$ cat src/rtl/core/wtv_pkg.sv
`default_nettype none

package wtv_pkg;

    localparam int DIV_W  = 28;
    localparam int DVS_W  = 17;
    localparam int VOL_W  = 12;
    localparam int SMP_W  = 16;
    localparam int OUT_W  = 28;
    localparam int PROD_W = 30;
    localparam int IDX_W  = 10;
    localparam int IN_TDATA_W  = 32;
    localparam int OUT_TDATA_W = 32;
    localparam int CFG_IW = 3;
    localparam int CFG_DW = 16;

    localparam logic [CFG_IW-1:0] REG_ATTACK  = 3'd0;
    localparam logic [CFG_IW-1:0] REG_DECAY   = 3'd1;
    localparam logic [CFG_IW-1:0] REG_SUSTAIN = 3'd2;
    localparam logic [CFG_IW-1:0] REG_RELEASE = 3'd3;
    localparam logic [CFG_IW-1:0] REG_PERIOD  = 3'd4;
    localparam logic [CFG_IW-1:0] REG_PEAK    = 3'd5;

    localparam logic [10:0]      PERIOD_RST = 11'd100;
    localparam logic [VOL_W-1:0] PEAK_RST   = 12'd2500;

    typedef enum logic [1:0] {
        ACT_TICK    = 2'd0,
        ACT_RELEASE = 2'd1,
        ACT_LOAD    = 2'd2
    } action_t;

    typedef enum logic [3:0] {
        ST_IDLE,
        ST_ENV,
        ST_MUL,
        ST_EDIV_GO,
        ST_EDIV,
        ST_POS,
        ST_PDIV,
        ST_READ,
        ST_SMUL,
        ST_OUT
    } state_t;

    typedef enum logic [1:0] {
        ENV_ATTACK,
        ENV_RISE,
        ENV_FALL,
        ENV_RELEASE
    } env_mode_t;

    typedef struct packed {
        logic             done;
        logic [DIV_W-1:0] quotient;
        logic [DVS_W-1:0] remainder;
    } div_rsp_t;

endpackage

`default_nettype wire

$ cat src/rtl/core/wtv_div.sv
`default_nettype none

module wtv_div
    import wtv_pkg::*;
(
    input  wire logic             aclk,
    input  wire logic             aresetn,
    input  wire logic             start,
    input  wire logic [DIV_W-1:0] dividend,
    input  wire logic [DVS_W-1:0] divisor,
    output div_rsp_t              rsp
);

    localparam int CW = $clog2(DIV_W);

    logic             busy_reg, busy_next;
    logic             done_reg, done_next;
    logic [CW-1:0]    cnt_reg, cnt_next;
    logic [DIV_W-1:0] quo_reg, quo_next;
    logic [DVS_W-1:0] rem_reg, rem_next;
    logic [DVS_W-1:0] dvs_reg, dvs_next;
    logic [DVS_W:0]   trial;
    logic [DVS_W:0]   diff;

    // restoring, one quotient bit a cycle
    always_comb begin
        trial     = {rem_reg, quo_reg[DIV_W-1]};
        diff      = trial - {1'b0, dvs_reg};
        busy_next = busy_reg;
        done_next = 1'b0;
        cnt_next  = cnt_reg;
        quo_next  = quo_reg;
        rem_next  = rem_reg;
        dvs_next  = dvs_reg;
        if (start) begin
            busy_next = 1'b1;
            cnt_next  = CW'(DIV_W - 1);
            quo_next  = dividend;
            rem_next  = '0;
            dvs_next  = divisor;
        end else if (busy_reg) begin
            if (trial >= {1'b0, dvs_reg}) begin
                rem_next = diff[DVS_W-1:0];
                quo_next = {quo_reg[DIV_W-2:0], 1'b1};
            end else begin
                rem_next = trial[DVS_W-1:0];
                quo_next = {quo_reg[DIV_W-2:0], 1'b0};
            end
            if (cnt_reg == '0) begin
                busy_next = 1'b0;
                done_next = 1'b1;
            end else begin
                cnt_next = cnt_reg - 1'b1;
            end
        end
    end

    always_ff @(posedge aclk) begin
        if (!aresetn) begin
            busy_reg <= 1'b0;
            done_reg <= 1'b0;
        end else begin
            busy_reg <= busy_next;
            done_reg <= done_next;
        end
        cnt_reg <= cnt_next;
        quo_reg <= quo_next;
        rem_reg <= rem_next;
        dvs_reg <= dvs_next;
    end

    assign rsp.done      = done_reg;
    assign rsp.quotient  = quo_reg;
    assign rsp.remainder = rem_reg;

`ifndef SYNTHESIS
    a_start_idle: assert property (@(posedge aclk) disable iff (!aresetn)
        start |-> !busy_reg)
        else $error("divider started while busy");

    a_rem_below: assert property (@(posedge aclk) disable iff (!aresetn)
        done_reg |-> rem_reg < dvs_reg)
        else $error("divider remainder not below divisor");

    a_done_after_busy: assert property (@(posedge aclk) disable iff (!aresetn)
        done_reg |-> $past(busy_reg))
        else $error("divider done without a pass");
`endif

endmodule

`default_nettype wire
$ cat config.mk
export PLATFORM = sky130hd
export DESIGN_NAME = wtv_div
export DESIGN_NICKNAME = d
export VERILOG_FILES = /design/src/rtl/core/wtv_pkg.sv /design/src/rtl/core/wtv_div.sv
export SDC_FILE = /design/constraint.sdc
export NUM_CORES = 1
export LEC_CHECK = 0
export ABC_AREA = 1
export BUFFER_PORTS_ARGS = -buffer_cell sky130_fd_sc_hd__buf_4
export CORE_AREA = 2 2 122 124
export DETAILED_ROUTE_END_ITERATION = 10
export DIE_AREA = 0 0 124 126
export GPL_TIMING_DRIVEN = 0
export PLACE_DENSITY = 0.57
export REMOVE_ABC_BUFFERS = 1
export SLEW_MARGIN = 5
export SYNTH_ARGS = -nofsm -noshare
export SYNTH_HDL_FRONTEND = slang
export SYNTH_SLANG_ARGS = --single-unit
$ cat constraint.sdc
create_clock -name aclk -period 3.8 [get_ports aclk]
set_input_delay 0.19 -clock aclk [delete_from_list [all_inputs] [get_ports aclk]]
set_output_delay 0.19 -clock aclk [all_outputs]
set_load 0.05 [all_outputs]
==> reports/summary.log <==
qor: yosys.seq_area_frac_synth 0.452
qor: critical_path.crit_path_cell_trace ha_1 -> a21oi_2 -> nor2_1 -> nor2_1 -> nor2_1 -> nor2_2 -> nand2_2 -> nand2_1 -> nand3_1 -> nand2_1
qor: floorplanning.die_y 126 microns
qor: yosys.xor_and_xnor_area_share_after_synthesis 0.0151
qor: timing.period_minus_slack 2980 ps
qor: flow_run.drv_cap 0
qor: critical_path.worst_path_most_repeated_cell sky130_fd_sc_hd__nor2_1
qor: yosys.number_of_flops_mapped_to_enable_cells_by_yosys 45
qor: hold_path.min_delay_path_depth 1
qor: timing.max_freq 336 MHz
qor: clock_network.clk_pin_slew 60 ps
qor: yosys.synth_simple_gate_area_frac 0.326
qor: floorplanning.fp-row-count 44
qor: critical_path.critical_path_buf_inv_count 0
qor: power.seq_power_share 0.411
qor: power.sw_frac_of_total 0.281
qor: final_layout.layout.cells.most_common sky130_fd_sc_hd__nand2_1
qor: global_routing.grt_first_pass_wirelength 17000 microns
qor: clock_network.cts_setup_buffers 0
qor: clock_network.insertion_delay_of_the_later_clocked_pin_in_the_worst_skew_pair 340 ps
qor: global_routing.maximum_number_of_pins_on_one_net_before_global_route_repair 51
qor: clock_network.tritoncts built
qor: final_layout.area_growth_syn_to_layout 27.9%
qor: hold_path.min-delay-start divisor[2]
qor: critical_path.critical_path.max_fanout 20
qor: yosys.post_synth_mux_area_share 0
qor: yosys.largest_family_of_logic_cells_by_synthesized_area simple AND/OR/NAND/NOR gates
qor: route.drc 0
qor: final_layout.final_cell_mix 211 x sky130_fd_sc_hd__nand2_1, 93 x sky130_fd_sc_hd__buf_4, 75 x sky130_fd_sc_hd__inv_1, 45 x sky130_fd_sc_hd__edfxtp_1, 36 x sky130_fd_sc_hd__nand3_1
qor: floorplanning.pin_count 94
qor: route.vias_per_cell 4.41
qor: place.routabilityCongestion 0.882
qor: yosys.compound_gate_fraction_of_synth_area 0.0423
qor: critical_path.worstPathRequired 4080 ps
qor: place.post_dp_cell_area 4860 sq um
qor: clock_network.number_of_buffers_inserted_during_clock_tree_synthesis 9
qor: yosys.yosys_register_bits 69
qor: critical_path.setup.worst_path.start_class flop
qor: place.post-dp-hpwl 7320 microns
qor: power.static-leakage-power 2.72 nW
qor: route.wl_per_cell 12.8 microns
qor: floorplanning.core_area 14300 sq um
qor: final_layout.antenna_cell_count 0
qor: floorplanning.initial_utilization 0.283
qor: critical_path.reg2reg_from rem_reg[10]$_SDFFE_PP0P_
qor: route.wirelength 10200 microns
qor: critical_path.cp_top_family simple AND/OR/NAND/NOR gates
qor: timing.tightestPinTransition 1140 ps
qor: clock_network.clock_tree.root_cell sky130_fd_sc_hd__clkbuf_16
qor: clock_network.cts_hold_repair.buffers 0
qor: power.comb_power_share 0.172
qor: final_layout.layout-drive-gt1-share 0.224
qor: global_routing.grt_pass1_vias 3495
qor: place.place.port_buffers 93
qor: critical_path.critical_path_cell_with_the_highest_stage_delay sky130_fd_sc_hd__nor2_2
qor: yosys.syn_inst 521
qor: clock_network.cts-htree-levels 3
qor: hold_path.hold_path.class input port to flop
qor: final_layout.final-instance-count-excl-fill 799
qor: yosys.adder_cell_area_share_of_the_yosys_netlist 0.0636
qor: route.ant_nets 0
qor: global_routing.grt.overflow.total 0
qor: final_layout.largest_reg_flops 28
qor: final_layout.fin_nets 678
qor: yosys.yosys.area.top_type sky130_fd_sc_hd__edfxtp_1
qor: yosys.mappedNetlistArea 4050 sq um
qor: yosys.async_flop_share 0
qor: route.first_pass_iters 4
qor: critical_path.timing.reg2reg.worst_path_depth 10
qor: global_routing.grt_use_total 0.140
qor: timing.clock-skew-final 8.04 ps
qor: timing.slew_violations 0
qor: yosys.ys_types 32
qor: critical_path.end_kind flop
qor: floorplanning.fp.dieArea 15600 sq um
qor: yosys.yosysWarnings 0
qor: yosys.synth_top_cells_by_area sky130_fd_sc_hd__edfxtp_1 33%, sky130_fd_sc_hd__nand2_1 20%, sky130_fd_sc_hd__dfxtp_1 12%
qor: yosys.syn_avg_cell_area 7.77 sq um
qor: critical_path.worst_ep_arrival_time 3260 ps
qor: hold_path.whs_endpoint dvs_reg[2]$_DFFE_PP_
qor: status.outcome completed
qor: timing.max_slew_margin 0.238
qor: power.int_pwr 1.56 mW
qor: power.total_switching_power 0.607 mW
qor: critical_path.criticalPathCategory flop to flop
qor: timing.final_hold_viol_count 0
qor: global_routing.antenna_found_initial 0
qor: route.detailroute.via_count 3526
qor: timing.grt_setup_unrepaired no
qor: critical_path.worst_r2r_endpoint rem_reg[15]$_SDFFE_PP0P_
qor: final_layout.fin_area 5180 sq um
qor: yosys.yosys.area.top_type_share 0.334
qor: final_layout.num-fill-cells 1511
qor: critical_path.worst_path_largest_cell_delay 880 ps
qor: clock_network.cts.sinks 69
qor: clock_network.post_cts.resized_instances 0
qor: timing.finalCritPeriodShare 0.783
qor: critical_path.r2r_slack 820 ps
qor: clock_network.longest_clk_path_bufs 2
qor: timing.setup_viol 0
qor: yosys.yosys_most_used_dff sky130_fd_sc_hd__edfxtp_1
qor: place.placedCellCount 783
qor: timing.totalNegativeSetupSlack 0 ps
qor: power.clock_power_share 0.417
qor: power.pwr_density 418 nW/um^2
qor: route.first_iter_violations 125
qor: power.peakVddDrop 261 uV
qor: floorplanning.die_x 124 microns
-- kinds of logic (layout without fill, tap and decap cells) --
group                      count (synthesis)  count (layout)
and+or+nand+nor                          304             304
AOI/OAI and AO/OA                         29              29
adders and majority gates                 20              20
DFF                                       69              69
xor gates and xnor gates                   7               7
buffers and inverters                     92             186
-- Yosys cell counts, types with 2 or more instances --
library cell               number
sky130_fd_sc_hd__a21oi_1       13
sky130_fd_sc_hd__a21oi_2        2
sky130_fd_sc_hd__buf_6          4
sky130_fd_sc_hd__clkbuf_1       8
sky130_fd_sc_hd__dfxtp_1       24
sky130_fd_sc_hd__edfxtp_1      45
sky130_fd_sc_hd__ha_1          19
sky130_fd_sc_hd__inv_1         76
sky130_fd_sc_hd__nand2_1      211
sky130_fd_sc_hd__nand2_2        7
sky130_fd_sc_hd__nand3_1       36
sky130_fd_sc_hd__nand3_2        4
sky130_fd_sc_hd__nand3b_1       7
sky130_fd_sc_hd__nand3b_2       6
sky130_fd_sc_hd__nor2_1        23
sky130_fd_sc_hd__nor2_2         3
sky130_fd_sc_hd__nor3_1         3
sky130_fd_sc_hd__o21ai_0        9
sky130_fd_sc_hd__o21ai_2        2
sky130_fd_sc_hd__or2_2          2
sky130_fd_sc_hd__xnor2_1        6
-- per-stage QoR --
stage	hold slack, ps	total power, mW	utilization	worst slack, ps
2_1_floorplan	268	1.14	-	1180
3_3_place_gp	370	1.27	0.340	835
3_5_place_dp	370	1.28	0.340	779
4_1_cts	17.7	2.19	0.362	775
5_1_grt	14.6	2.26	0.362	554
6_report	24.8	2.16	0.362	823
-- final cells by class --
| type | count | area, sq um | share of cell area |
|---|---|---|---|
| Sequential cell | 69 | 1830 | 0.354 |
| Inverter | 77 | 289 | 0.0558 |
| Tap cell | 184 | 230 | 0.0445 |
| Multi-Input combinational cell | 360 | 1810 | 0.350 |
| Timing Repair Buffer | 93 | 698 | 0.135 |
| Clock buffer | 9 | 225 | 0.0435 |
| Clock inverter | 7 | 90.1 | 0.0174 |
-- per-layer routing --
metal  part of all wire  GRT usage  vias to the layer above
met5                  0          0                        -
met4              0.014     0.0403                        0
met3              0.082     0.0580                       11
met2               0.46      0.226                      103
met1               0.44      0.171                     1598
li1                   -          -                     1814
-- worst max-delay path by stage --
| stage | cells past startpoint | startpoint | slack [ps] | endpoint |
|---|---|---|---|---|
| 3_5_place_dp | 10 | rem_reg[10]$_SDFFE_PP0P_ | 780 | rem_reg[7]$_SDFFE_PP0P_ |
| 2_1_floorplan | 10 | rem_reg[10]$_SDFFE_PP0P_ | 1180 | rem_reg[8]$_SDFFE_PP0P_ |
| 3_3_place_gp | 10 | rem_reg[10]$_SDFFE_PP0P_ | 840 | rem_reg[7]$_SDFFE_PP0P_ |
| 4_1_cts | 10 | rem_reg[10]$_SDFFE_PP0P_ | 770 | rem_reg[7]$_SDFFE_PP0P_ |
| 5_1_grt | 11 | dvs_reg[11]$_DFFE_PP_ | 550 | rem_reg[4]$_SDFFE_PP0P_ |
| 6_report | 10 | rem_reg[10]$_SDFFE_PP0P_ | 820 | rem_reg[15]$_SDFFE_PP0P_ |
-- power by group through the flow --
stage / registers [mW] / clock network [mW] / logic, mW
floorplan: 1.01 / 0 / 0.128
global placement: 0.903 / 0 / 0.370
detailed placement: 0.903 / 0 / 0.374
CTS: 0.891 / 0.923 / 0.375
global route: 0.897 / 0.959 / 0.406
finish: 0.889 / 0.902 / 0.372
(Power assumes the default switching activity.)
